### config.mk
export PLATFORM = sky130hd
export DESIGN_NAME = lfu_cache_policy_top
export DESIGN_NICKNAME = d
export VERILOG_FILES = /design/src/lfu_pkg.sv /design/src/lfu_cache_policy_top.sv /design/src/lfu_slot_ram.sv
export VERILOG_INCLUDE_DIRS = /design/src /design/src/src
export SDC_FILE = /design/constraint.sdc
export NUM_CORES = 2
export LEC_CHECK = 0
export BUFFER_PORTS_ARGS = -buffer_cell sky130_fd_sc_hd__buf_2
export CAP_MARGIN = 10
export CORE_MARGIN = 2
export CORE_UTILIZATION = 35
export CTS_CLUSTER_SIZE = 28
export DETAILED_ROUTE_END_ITERATION = 8
export PLACE_DENSITY = 0.57
export SYNTH_ARGS = -nofsm -noshare
export SYNTH_HDL_FRONTEND = slang
export SYNTH_SLANG_ARGS = --single-unit
### constraint.sdc
create_clock -name clk -period 13.55 [get_ports clk]
set_input_delay 0.6775 -clock clk [delete_from_list [all_inputs] [get_ports clk]]
set_output_delay 0.6775 -clock clk [all_outputs]
set_load 0.005 [all_outputs]
### src/lfu_cache_policy_top_defines.svh
// Assertion helpers for the LFU replacement block.
`ifndef LFU_CACHE_POLICY_TOP_DEFINES_SVH
`define LFU_CACHE_POLICY_TOP_DEFINES_SVH

// Antecedent and consequent in the same cycle
`define LFU_ASSERT_SAME(label, clk_s, rst_s, ante, cons) \
    label: assert property (@(posedge clk_s) disable iff (!rst_s) (ante) |-> (cons)) \
        else $error("lfu_cache_policy: same-cycle check failed");

// Consequent in the cycle after the antecedent
`define LFU_ASSERT_NEXT(label, clk_s, rst_s, ante, cons) \
    label: assert property (@(posedge clk_s) disable iff (!rst_s) (ante) |=> (cons)) \
        else $error("lfu_cache_policy: next-cycle check failed");

`endif

### src/lfu_pkg.sv
package lfu_pkg;

    // Request codes
    localparam logic REQ_GET = 1'b0;
    localparam logic REQ_PUT = 1'b1;

    // Configuration port
    localparam int   ADDR_W       = 3;
    localparam logic REG_CAPACITY = 1'b0;   // value of the word-select address bit
    localparam int   CAP_W        = 5;
    localparam logic [CAP_W-1:0] CAP_RESET = 5'd3;

    // Request transaction
    typedef struct packed {
        logic        req_type;
        logic [31:0] req_key;
        logic [31:0] req_value;
    } req_t;

    // Result transaction
    typedef struct packed {
        logic        hit;
        logic [31:0] read_value;
        logic [15:0] use_count;
        logic        evicted;
        logic [31:0] evicted_key;
    } rsp_t;

    // Sequencer states
    typedef enum logic [2:0] {
        ST_IDLE,
        ST_SCAN,
        ST_MISS,
        ST_HIT,
        ST_AGE,
        ST_INSERT
    } state_t;

endpackage

### src/lfu_cache_policy_top.sv
// Sequence: a hit ends the scan at the matching slot, a get miss ends after the full
// scan, and a put miss runs the key/victim scan, then an age sweep, then the insert.
// Throughput: one transaction at a time; busy stays high until the result strobe, and
// a new start is taken in the strobe cycle. Both scans walk the slot RAM one slot per
// cycle through its single read port. The receiver cannot stall the result.
// Reset clears the valid map and occupancy and sets capacity to 3; no clearing pass.
`include "lfu_cache_policy_top_defines.svh"

module lfu_cache_policy_top #(
    parameter int ENTRIES    = 16,
    parameter int KEY_BITS   = 32,
    parameter int VALUE_BITS = 32,
    parameter int COUNT_BITS = 16
) (
    input  logic                        clk,
    input  logic                        rst_n,
    // request channel
    input  logic                        start,
    output logic                        busy,
    input  lfu_pkg::req_t               req,
    // result channel
    output logic                        done,
    output lfu_pkg::rsp_t               result,
    // configuration port
    input  logic                        psel,
    input  logic                        penable,
    input  logic                        pwrite,
    input  logic [lfu_pkg::ADDR_W-1:0]  paddr,
    input  logic [31:0]                 pwdata,
    output logic [31:0]                 prdata,
    output logic                        pready
);

    localparam int IDX_W = (ENTRIES > 1) ? $clog2(ENTRIES) : 1;
    localparam int OCC_W = $clog2(ENTRIES + 1);
    localparam int CMP_W = (OCC_W > lfu_pkg::CAP_W) ? OCC_W : lfu_pkg::CAP_W;
    localparam logic [IDX_W-1:0] LAST_IDX = IDX_W'(ENTRIES - 1);

    typedef struct packed {
        logic [KEY_BITS-1:0]   key;
        logic [VALUE_BITS-1:0] value;
        logic [COUNT_BITS-1:0] count;
        logic [IDX_W-1:0]      age;
    } entry_t;

    localparam int EW = $bits(entry_t);

    // Sequencer and request registers
    lfu_pkg::state_t state_reg, state_next;
    logic                  type_reg, type_next;
    logic [KEY_BITS-1:0]   key_reg, key_next;
    logic [VALUE_BITS-1:0] val_reg, val_next;

    // Scan pipeline: issue stage and compare stage
    logic [IDX_W-1:0] issue_idx_reg, issue_idx_next;
    logic             issue_on_reg, issue_on_next;
    logic [IDX_W-1:0] chk_idx_reg, chk_idx_next;
    logic             chk_vld_reg, chk_vld_next;

    // Scan results
    logic [IDX_W-1:0]      hit_idx_reg, hit_idx_next;
    entry_t                hit_ent_reg, hit_ent_next;
    logic                  free_found_reg, free_found_next;
    logic [IDX_W-1:0]      free_idx_reg, free_idx_next;
    logic                  vic_found_reg, vic_found_next;
    logic [IDX_W-1:0]      vic_idx_reg, vic_idx_next;
    logic [KEY_BITS-1:0]   vic_key_reg, vic_key_next;
    logic [COUNT_BITS-1:0] vic_cnt_reg, vic_cnt_next;
    logic [IDX_W-1:0]      vic_age_reg, vic_age_next;
    logic                  ev_reg, ev_next;
    logic [IDX_W-1:0]      ins_idx_reg, ins_idx_next;

    // Store state
    logic [ENTRIES-1:0]       valid_reg, valid_next;
    logic [OCC_W-1:0]         occ_reg, occ_next;
    logic [lfu_pkg::CAP_W-1:0] cap_reg;

    // Result
    lfu_pkg::rsp_t rsp_reg, rsp_next;
    logic          done_reg, done_next;

    // RAM port signals
    logic             ram_we;
    logic [IDX_W-1:0] ram_waddr;
    entry_t           ram_wdata;
    logic             ram_re;
    logic [EW-1:0]    ram_rdata;
    entry_t           rd_ent;

    // Compare-unit terms
    logic                  chk_valid;
    logic                  chk_match;
    logic                  vic_better;
    logic                  chk_last;
    logic [CMP_W-1:0]      cap_eff;
    logic                  need_evict;
    logic [COUNT_BITS-1:0] hit_cnt_inc;
    logic [IDX_W-1:0]      age_upd;

    assign rd_ent = ram_rdata;

    lfu_slot_ram #(
        .DEPTH (ENTRIES),
        .WIDTH (EW)
    ) u_slot_ram (
        .clk     (clk),
        .wr_en   (ram_we),
        .wr_addr (ram_waddr),
        .wr_data (ram_wdata),
        .rd_en   (ram_re),
        .rd_addr (issue_idx_reg),
        .rd_data (ram_rdata)
    );

    // Shared compare unit on the slot under check
    always_comb
    begin
        chk_valid  = valid_reg[chk_idx_reg];
        chk_match  = chk_vld_reg && chk_valid && (rd_ent.key == key_reg);
        chk_last   = chk_vld_reg && (chk_idx_reg == LAST_IDX);
        vic_better = !vic_found_reg || (rd_ent.count < vic_cnt_reg) ||
                     ((rd_ent.count == vic_cnt_reg) && (rd_ent.age < vic_age_reg));
        // evicting a slot newer than this one leaves its rank; insertion ages it by one
        age_upd    = (ev_reg && (rd_ent.age > vic_age_reg)) ? rd_ent.age
                                                             : IDX_W'(rd_ent.age + 1'b1);
        hit_cnt_inc = (hit_ent_reg.count == '1) ? hit_ent_reg.count
                                                : COUNT_BITS'(hit_ent_reg.count + 1'b1);
    end

    // Effective capacity, clamped to 1..ENTRIES
    always_comb
    begin
        if (cap_reg == '0)
        begin
            cap_eff = CMP_W'(1);
        end
        else if (CMP_W'(cap_reg) > CMP_W'(ENTRIES))
        begin
            cap_eff = CMP_W'(ENTRIES);
        end
        else
        begin
            cap_eff = CMP_W'(cap_reg);
        end
        need_evict = CMP_W'(occ_reg) >= cap_eff;
    end

    // Next state
    always_comb
    begin
        state_next = state_reg;
        case (state_reg)
            lfu_pkg::ST_IDLE:
            begin
                if (start)
                begin
                    state_next = lfu_pkg::ST_SCAN;
                end
            end
            lfu_pkg::ST_SCAN:
            begin
                if (chk_match)
                begin
                    state_next = lfu_pkg::ST_HIT;
                end
                else if (chk_last)
                begin
                    state_next = lfu_pkg::ST_MISS;
                end
            end
            lfu_pkg::ST_MISS:
            begin
                state_next = (type_reg == lfu_pkg::REQ_PUT) ? lfu_pkg::ST_AGE
                                                            : lfu_pkg::ST_IDLE;
            end
            lfu_pkg::ST_AGE:
            begin
                if (chk_last)
                begin
                    state_next = lfu_pkg::ST_INSERT;
                end
            end
            lfu_pkg::ST_HIT:    state_next = lfu_pkg::ST_IDLE;
            lfu_pkg::ST_INSERT: state_next = lfu_pkg::ST_IDLE;
            default:            state_next = lfu_pkg::ST_IDLE;
        endcase
    end

    // Datapath and RAM control
    always_comb
    begin
        type_next       = type_reg;
        key_next        = key_reg;
        val_next        = val_reg;
        issue_idx_next  = issue_idx_reg;
        issue_on_next   = issue_on_reg;
        chk_idx_next    = issue_idx_reg;
        chk_vld_next    = 1'b0;
        hit_idx_next    = hit_idx_reg;
        hit_ent_next    = hit_ent_reg;
        free_found_next = free_found_reg;
        free_idx_next   = free_idx_reg;
        vic_found_next  = vic_found_reg;
        vic_idx_next    = vic_idx_reg;
        vic_key_next    = vic_key_reg;
        vic_cnt_next    = vic_cnt_reg;
        vic_age_next    = vic_age_reg;
        ev_next         = ev_reg;
        ins_idx_next    = ins_idx_reg;
        valid_next      = valid_reg;
        occ_next        = occ_reg;
        rsp_next        = rsp_reg;
        done_next       = 1'b0;
        ram_we          = 1'b0;
        ram_waddr       = hit_idx_reg;
        ram_wdata       = hit_ent_reg;
        ram_re          = 1'b0;

        // issue stage runs in both sweeps
        if ((state_reg == lfu_pkg::ST_SCAN) || (state_reg == lfu_pkg::ST_AGE))
        begin
            if (issue_on_reg)
            begin
                ram_re       = 1'b1;
                chk_vld_next = 1'b1;
                if (issue_idx_reg == LAST_IDX)
                begin
                    issue_on_next = 1'b0;
                end
                else
                begin
                    issue_idx_next = IDX_W'(issue_idx_reg + 1'b1);
                end
            end
        end

        case (state_reg)
            lfu_pkg::ST_IDLE:
            begin
                if (start)
                begin
                    type_next       = req.req_type;
                    key_next        = KEY_BITS'(req.req_key);
                    val_next        = VALUE_BITS'(req.req_value);
                    issue_idx_next  = '0;
                    issue_on_next   = 1'b1;
                    free_found_next = 1'b0;
                    vic_found_next  = 1'b0;
                    ev_next         = 1'b0;
                end
            end
            lfu_pkg::ST_SCAN:
            begin
                if (chk_vld_reg)
                begin
                    if (chk_match)
                    begin
                        hit_idx_next = chk_idx_reg;
                        hit_ent_next = rd_ent;
                    end
                    if (!chk_valid && !free_found_reg)
                    begin
                        free_found_next = 1'b1;
                        free_idx_next   = chk_idx_reg;
                    end
                    if (chk_valid && vic_better)
                    begin
                        vic_found_next = 1'b1;
                        vic_idx_next   = chk_idx_reg;
                        vic_key_next   = rd_ent.key;
                        vic_cnt_next   = rd_ent.count;
                        vic_age_next   = rd_ent.age;
                    end
                end
            end
            lfu_pkg::ST_HIT:
            begin
                ram_we          = 1'b1;
                ram_waddr       = hit_idx_reg;
                ram_wdata       = hit_ent_reg;
                ram_wdata.count = hit_cnt_inc;
                if (type_reg == lfu_pkg::REQ_PUT)
                begin
                    ram_wdata.value = val_reg;
                end
                done_next           = 1'b1;
                rsp_next.hit        = 1'b1;
                rsp_next.read_value = (type_reg == lfu_pkg::REQ_GET) ? 32'(hit_ent_reg.value)
                                                                     : '0;
                rsp_next.use_count  = 16'(hit_cnt_inc);
                rsp_next.evicted    = 1'b0;
                rsp_next.evicted_key = '0;
            end
            lfu_pkg::ST_MISS:
            begin
                if (type_reg == lfu_pkg::REQ_GET)
                begin
                    done_next = 1'b1;
                    rsp_next  = '0;
                end
                else
                begin
                    // prepare the age sweep
                    issue_idx_next = '0;
                    issue_on_next  = 1'b1;
                    if (need_evict && vic_found_reg)
                    begin
                        ev_next                 = 1'b1;
                        valid_next[vic_idx_reg] = 1'b0;
                        occ_next                = OCC_W'(occ_reg - 1'b1);
                        ins_idx_next = (free_found_reg && (free_idx_reg < vic_idx_reg))
                                       ? free_idx_reg : vic_idx_reg;
                    end
                    else
                    begin
                        ins_idx_next = free_idx_reg;
                    end
                end
            end
            lfu_pkg::ST_AGE:
            begin
                if (chk_vld_reg && chk_valid)
                begin
                    ram_we        = 1'b1;
                    ram_waddr     = chk_idx_reg;
                    ram_wdata     = rd_ent;
                    ram_wdata.age = age_upd;
                end
            end
            lfu_pkg::ST_INSERT:
            begin
                ram_we                  = 1'b1;
                ram_waddr               = ins_idx_reg;
                ram_wdata.key           = key_reg;
                ram_wdata.value         = val_reg;
                ram_wdata.count         = COUNT_BITS'(1);
                ram_wdata.age           = '0;
                valid_next[ins_idx_reg] = 1'b1;
                occ_next                = OCC_W'(occ_reg + 1'b1);
                done_next               = 1'b1;
                rsp_next.hit            = 1'b0;
                rsp_next.read_value     = '0;
                rsp_next.use_count      = 16'd1;
                rsp_next.evicted        = ev_reg;
                rsp_next.evicted_key    = ev_reg ? 32'(vic_key_reg) : '0;
            end
            default:
            begin
            end
        endcase
    end

    // Control registers
    always_ff @(posedge clk or negedge rst_n)
    begin
        if (!rst_n)
        begin
            state_reg    <= lfu_pkg::ST_IDLE;
            issue_on_reg <= 1'b0;
            chk_vld_reg  <= 1'b0;
            valid_reg    <= '0;
            occ_reg      <= '0;
            done_reg     <= 1'b0;
        end
        else
        begin
            state_reg    <= state_next;
            issue_on_reg <= issue_on_next;
            chk_vld_reg  <= chk_vld_next;
            valid_reg    <= valid_next;
            occ_reg      <= occ_next;
            done_reg     <= done_next;
        end
    end

    // Payload registers
    always_ff @(posedge clk)
    begin
        type_reg       <= type_next;
        key_reg        <= key_next;
        val_reg        <= val_next;
        issue_idx_reg  <= issue_idx_next;
        chk_idx_reg    <= chk_idx_next;
        hit_idx_reg    <= hit_idx_next;
        hit_ent_reg    <= hit_ent_next;
        free_found_reg <= free_found_next;
        free_idx_reg   <= free_idx_next;
        vic_found_reg  <= vic_found_next;
        vic_idx_reg    <= vic_idx_next;
        vic_key_reg    <= vic_key_next;
        vic_cnt_reg    <= vic_cnt_next;
        vic_age_reg    <= vic_age_next;
        ev_reg         <= ev_next;
        ins_idx_reg    <= ins_idx_next;
        rsp_reg        <= rsp_next;
    end

    // Configuration register
    always_ff @(posedge clk or negedge rst_n)
    begin
        if (!rst_n)
        begin
            cap_reg <= lfu_pkg::CAP_RESET;
        end
        else if (psel && penable && pwrite &&
                 (paddr[lfu_pkg::ADDR_W-1] == lfu_pkg::REG_CAPACITY))
        begin
            cap_reg <= pwdata[lfu_pkg::CAP_W-1:0];
        end
    end

    assign prdata = (paddr[lfu_pkg::ADDR_W-1] == lfu_pkg::REG_CAPACITY) ? 32'(cap_reg) : '0;
    assign pready = 1'b1;

    assign busy   = (state_reg != lfu_pkg::ST_IDLE);
    assign done   = done_reg;
    assign result = rsp_reg;

    // Checks
    `LFU_ASSERT_NEXT(a_accept_busy, clk, rst_n, start && !busy, busy)
    `LFU_ASSERT_SAME(a_hit_no_evict, clk, rst_n, done, !(result.hit && result.evicted))
    `LFU_ASSERT_NEXT(a_insert_done, clk, rst_n, state_reg == lfu_pkg::ST_INSERT,
        done && !result.hit && (result.use_count == 16'd1))

endmodule

### src/lfu_slot_ram.sv
module lfu_slot_ram #(
    parameter int DEPTH = 16,
    parameter int WIDTH = 8,
    localparam int AW = (DEPTH > 1) ? $clog2(DEPTH) : 1
) (
    input  logic             clk,
    input  logic             wr_en,
    input  logic [AW-1:0]    wr_addr,
    input  logic [WIDTH-1:0] wr_data,
    input  logic             rd_en,
    input  logic [AW-1:0]    rd_addr,
    output logic [WIDTH-1:0] rd_data
);

    logic [WIDTH-1:0] mem [DEPTH];

    // Write port
    always_ff @(posedge clk)
    begin
        if (wr_en)
        begin
            mem[wr_addr] <= wr_data;
        end
    end

    // Registered read port
    always_ff @(posedge clk)
    begin
        if (rd_en)
        begin
            rd_data <= mem[rd_addr];
        end
    end

endmodule

# After elaboration in Yosys (flattened, before gate mapping)
# Memory sizes are Yosys's and may differ from the RTL's. A register that Yosys moved wholly into a read port is not among the register bits.
# Index checks and enable logic that the tools add are counted.
# word_totals
register_bits,342
ramBits,1344
inputBits,106
out_inout_bits,117
wordCells,174
mem_count,1
# op_classes
add_sub_neg,5
magnitude_cmp,11
n_eq_ne,19
mux,64
bitwise_logic,4
n_reduce_logical,39
# mem_list
name,depth,width,read_ports,rd_ports_with_merged_regs,write_ports,line_no,rtl
u_slot_ram.mem,16,84,1,1,1,lfu_slot_ram.sv:15,logic [WIDTH-1:0] mem [DEPTH];
# op_table
operator,count
$pmux 84 s3,1
$pmux 82 s3,1
$mux 32,3
$mux 84,1
$mux 82,1
$mux 16,3
$mux 4,9
$eq 32x32->1,1
$pmux 16 s2,1
$mux 5,5
$mux 1,21
$add 16x1->16 const B,1
$and 16x16->16,1
$eq 16x16->1,1
$eq 16x16->1 const B,1
$lt 16x16->1,1
$not 16->16,1
$or 16x16->16,1
$pmux 4 s2,2
$lt 4x5->1 const B,3
$mux 3,5
$reduce_and 3->1,5
$logic_and 1x1->1,14
$ne 2x2->1 const B,6
29 further kinds,53

# Logic depth before layout (Yosys ltp)
# logic_depth
word_depth,9
ltp_mapped,12
mapped_depth_nobuf,10

# By module
# A second synthesis with hierarchy kept.
# hier_totals
cells_unflattened,3345
hier_area_um2,68360.6
# by_module_without_submodules
mod,n_inst,cells_each,area_each_um2
lfu_slot_ram,1,2154,52893.2
lfu_cache_policy_top,1,1191,15467.3

# Worst setup path after synthesis
# OpenSTA, ideal clock, no wires.
# synth_timing
kind,register -> register
startpoint,register state_reg[2]
endpoint,register issue_idx_reg[3] (netlist: chk_idx_next[3])
setup_ns,0.134
arrival_time_ns,8.046
required_ns,13.416
path_slack_ns,5.370
stages_incl_launch_ff,8
path_cell_list,dfrtp_1 > clkbuf_1 > xnor2_1 > nor3b_1 > and3_1 > nand3_1 > o21ai_0 > nor2_1
# synth_via
elab_chain_len,5
word_cells_on_any_way,9
cone_classes,3 x eq/ne; 4 x mux; 2 x reduce/logical
# synth_rtl
element,line_no,rtl
start: declaration,lfu_cache_policy_top.sv:49,"lfu_pkg::state_t state_reg, state_next;"
start signal: assignment,lfu_cache_policy_top.sv:358,state_reg <= lfu_pkg::ST_IDLE;
start signal: assignment,lfu_cache_policy_top.sv:367,state_reg <= state_next;
$eq 3x1->1 / $eq 3x3->1 (equally long branches),lfu_cache_policy_top.sv:220,if ((state_reg == lfu_pkg::ST_SCAN) || (state_reg == lfu_pkg::ST_AGE))
$logic_or 1x1->1,lfu_cache_policy_top.sv:220,
$mux 4,lfu_cache_policy_top.sv:220,
"$mux 4, on equally long branches","lfu_cache_policy_top.sv:296, lfu_cache_policy_top.sv:240",
$pmux 4 s2 *,lfu_cache_policy_top.sv:237,case (state_reg)
net issue_idx_next[3],lfu_cache_policy_top.sv:55,"logic [IDX_W-1:0] issue_idx_reg, issue_idx_next;"
end signal: assignment,lfu_cache_policy_top.sv:382,issue_idx_reg <= issue_idx_next;
end: declaration,lfu_cache_policy_top.sv:55,
# The timed path passes the listed nets; every way through them passes the cells marked *.
# A chain may end at the register's enable or synchronous reset.

# Worst setup path in the final report
# layout_timing
startpoint,register chk_idx_reg[0]
endpoint,memory u_slot_ram.mem[6][80] (netlist name) (enable)
# layout_via
elab_chain_len,7
word_cells_on_any_way,9
cone_classes,8 x mux; 1 x reduce/logical
# layout_rtl
element,line_no,rtl
start: declaration,lfu_cache_policy_top.sv:57,"logic [IDX_W-1:0] chk_idx_reg, chk_idx_next;"
start signal: assignment,lfu_cache_policy_top.sv:383,chk_idx_reg <= chk_idx_next;
$bmux 1 s4,lfu_cache_policy_top.sv:118,chk_valid = valid_reg[chk_idx_reg];
$mux 1 (implied by the code),lfu_cache_policy_top.sv:118,
$logic_and 1x1->1,lfu_cache_policy_top.sv:322,if (chk_vld_reg && chk_valid)
$mux 1,lfu_cache_policy_top.sv:322,
$pmux 1 s2,lfu_cache_policy_top.sv:237,
$mux 1,lfu_slot_ram.sv:20,if (wr_en)
$mux 1 (implied by the code),lfu_slot_ram.sv:22,mem[wr_addr] <= wr_data;
end: declaration,lfu_slot_ram.sv:15,
# Parallel ways exist; a longest one is shown, timed or not. The select of a mux whose other input is x is not followed.

==> out/qor.yml <==
status: "finished, final reports clean"
worst_path_max_delay_cell: "buf_4"
ant_nets: 0
power.density_nw_per_um2: 187
io_pins: 223
wl_per_cell_um: 24.6
via_per_inst: 5.19
fin_skew_ns: 0.0246
peakVddDrop_uv: 141
rsz0062_at_grt: "false"
dpl_worst_slack_ns: 8.29
synth_area_per_cell_um2: 18.4
max_freq_mhz: 191
power_mw: 14.8
synth-seq-area-share: 0.767
synth_edf_count: 1730
cpPeakStageDelay_ns: 0.89
cp_num_buf_inv: 2
syn_area_um2: 69000
drive_above_1_share: 0.189
dieWidth_um: 448
drt_iter0_drc: 3308
async_reset_ff_frac: 0.0181
worst_setup_path_end_kind: "register"
cts_tree: "yes"
setup_tns_ns: 0
area_growth_pct: 14.9
maxCapViolCount: 0
cp_common_cell: "buf_4"
grt_pass1_vias: 36000
whs_ns: 0.0667
antenna_found_initial: 4
yosysUniqueCellTypes: 69
std_cell_rows: 162
cp_top_family: "buffers and inverters"
htree_levels: 4
final_nets: 4178
dpl.hpwl_um: 86000
clk_latency_ns: 0.82
cts_made_buffers: 183
routed_wirelength_um: 168000
arrival_ns: 5.68
min_period_over_period: 0.386
clkSlewWorstSetupHoldPaths_ns: 0.06
dieArea_um2: 201000
p_leak_nw: 26.3
cp-start-kind: "register"
synthCells: 3753
max-slew-margin-rel: 0.304
core_um2: 195000
worst_slew_pin_slew_ns: 1.04
dr.pass1.iters: 8
cp_max_fo: 44
routabilityCongestion: 0.748
top_usage_layer: "met2"
synth_ff_type: "edfxtp_1"
met2_usage: 0.270
clock_sinks: 1770
ys_warn_count: 0
post_cts_resized: 0
hold_viol: 0
start_util: 0.353
setup_ws_ns: 8.31
fp.dieH_um: 448
fin_crit_ns: 5.24
fin_util: 0.406
path_cells: "mux2_2 > mux4_2 > o2bb2a_4 > a41oi_1 > nor2_4 > buf_4 > buf_4"
finalMaxSlewViolations: 0
drc: 0
critPathRequiredTime_ns: 13.99
overflow: 0
vias: 35400
track_usage: 0.166
min_path_type: "in -> reg"
clock-root-buffer: "clkbuf_16"
ys_seq_elements: 1770
largest_reg_flops: 1344
crit_type: "reg -> reg"
grtUsageMet1: 0.231
grt_pass1_wl_um: 245000
clockBufferDepth: 3
port_buffers: 165
setup_violations: 0
grt_max_degree: 112
use_met3: 0.0303
-- area by class of cell --
class | count | area [um^2]
multi-input cells | 1720 | 15100
flip-flops and latches | 1770 | 52900
fillers | 17500 | 116000
diodes | 1 | 2.50
clock inverters | 106 | 876
well taps | 2624 | 3280
repair buffers | 295 | 2010
clock buffers | 234 | 4790
inverters | 67 | 254
-- logic make-up after synthesis --
group | share of synthesized area
AND/OR/NAND/NOR | 0.0309
buffers and inverters | 0.0184
adder cells (fa/ha/maj) | 0.00646
multiplexers | 0.112
AO/OA/AOI/OAI | 0.0591
other | 0.000109
flip-flops | 0.767
XOR/XNOR | 0.00647
-- repair_timing --
item	CTS	global route
setup buffers	0	0
endpoints found under the hold margin	89	0
hold buffers	60	0
-- routing by layer --
layer	routed length, um	vias to the layer above
li1	-	15600
met2	80600	1076
met1	73900	18500
met5	13	-
met3	9480	244
met4	3930	2
-- synthesized netlist by cell type, types with 6 or more instances --
library cell / n / area [um^2]
edfxtp_1: 1730 / 51900
mux2i_1: 266 / 2660
nand2_1: 204 / 766
o21ai_0: 196 / 981
mux4_2: 172 / 3870
clkbuf_1: 122 / 458
a22oi_1: 120 / 901
a21oi_1: 116 / 581
mux2_2: 103 / 1160
a221oi_1: 84 / 736
nor2_1: 74 / 278
and2_1: 67 / 419
inv_1: 67 / 251
xnor2_1: 44 / 385
buf_1: 41 / 154
ha_1: 34 / 425
buf_4: 33 / 248
a222oi_1: 32 / 320
dfrtp_1: 30 / 751
nand3_1: 24 / 120
buf_2: 21 / 105
nand4_1: 17 / 106
nor2b_1: 11 / 68.8
nand2b_1: 10 / 62.6
a22o_1: 8 / 70.1
and3_1: 8 / 50.1
dfxtp_1: 8 / 160
nor3_1: 8 / 40.0
o31ai_1: 8 / 60.1
a21o_1: 7 / 52.6
o41ai_1: 7 / 61.3
xor2_1: 7 / 61.3
a221o_1: 6 / 60.1
-- path summary, 6_finish.rpt --
kind / start / endpoint / slack, ns / depth (start not counted)
min reg2reg: u_slot_ram.rd_data[46] / hit_ent_reg[46] / 0.45 / 0
max reg2reg: chk_idx_reg[0] / u_slot_ram.mem[6][80] / 8.31 / 7
min in group asynchronous: rst_n / cap_reg[3] / 0.50 / 2
max in group asynchronous: rst_n / valid_reg[14] / 12.52 / 2
max: chk_idx_reg[0] / u_slot_ram.mem[6][80] / 8.31 / 7
min: req[32] / key_reg[0] / 0.07 / 1
-- layout by cell type (no fill, tap or decap), types with 9 or more instances in the layout --
master and count:
a221oi_1 84, nand2b_1 9, a222oi_1 32, ha_1 34, mux4_2 172, buf_2 165, clkinv_2 24, xnor2_1 44
clkbuf_1 50, nor2_1 55, bufinv_16 10, o21ai_0 196, nand2_1 201, inv_1 66, nand3_1 24, nor2b_1 10
clkinv_1 52, buf_4 65, conb_1 28, dlygate4sd3_1 60, mux2_2 103, dfrtp_1 30, mux2i_1 266, and2_1 66
edfxtp_1 1730, a21oi_1 115, a22oi_1 120, nand4_1 17, clkbuf_16 184, nor2_4 19
-- where the power goes --
part	leakage (nW)	switching [mW]	internal (mW)
clock network	2.75	2.09	2.70
logic	7.45	1.95	1.31
registers	16.1	0.335	6.47
total	26.3	4.38	10.5
-- per-stage QoR --
stage | cell area, um^2 | std cells
floorplan | 69100 | 3779
global placement | 73000 | 6415
detailed placement | 73000 | 6415
CTS | 79300 | 6815
global route | 79300 | 6816
finish | 79300 | 6817
No activity file was read; power rests on OpenSTA's default activity.
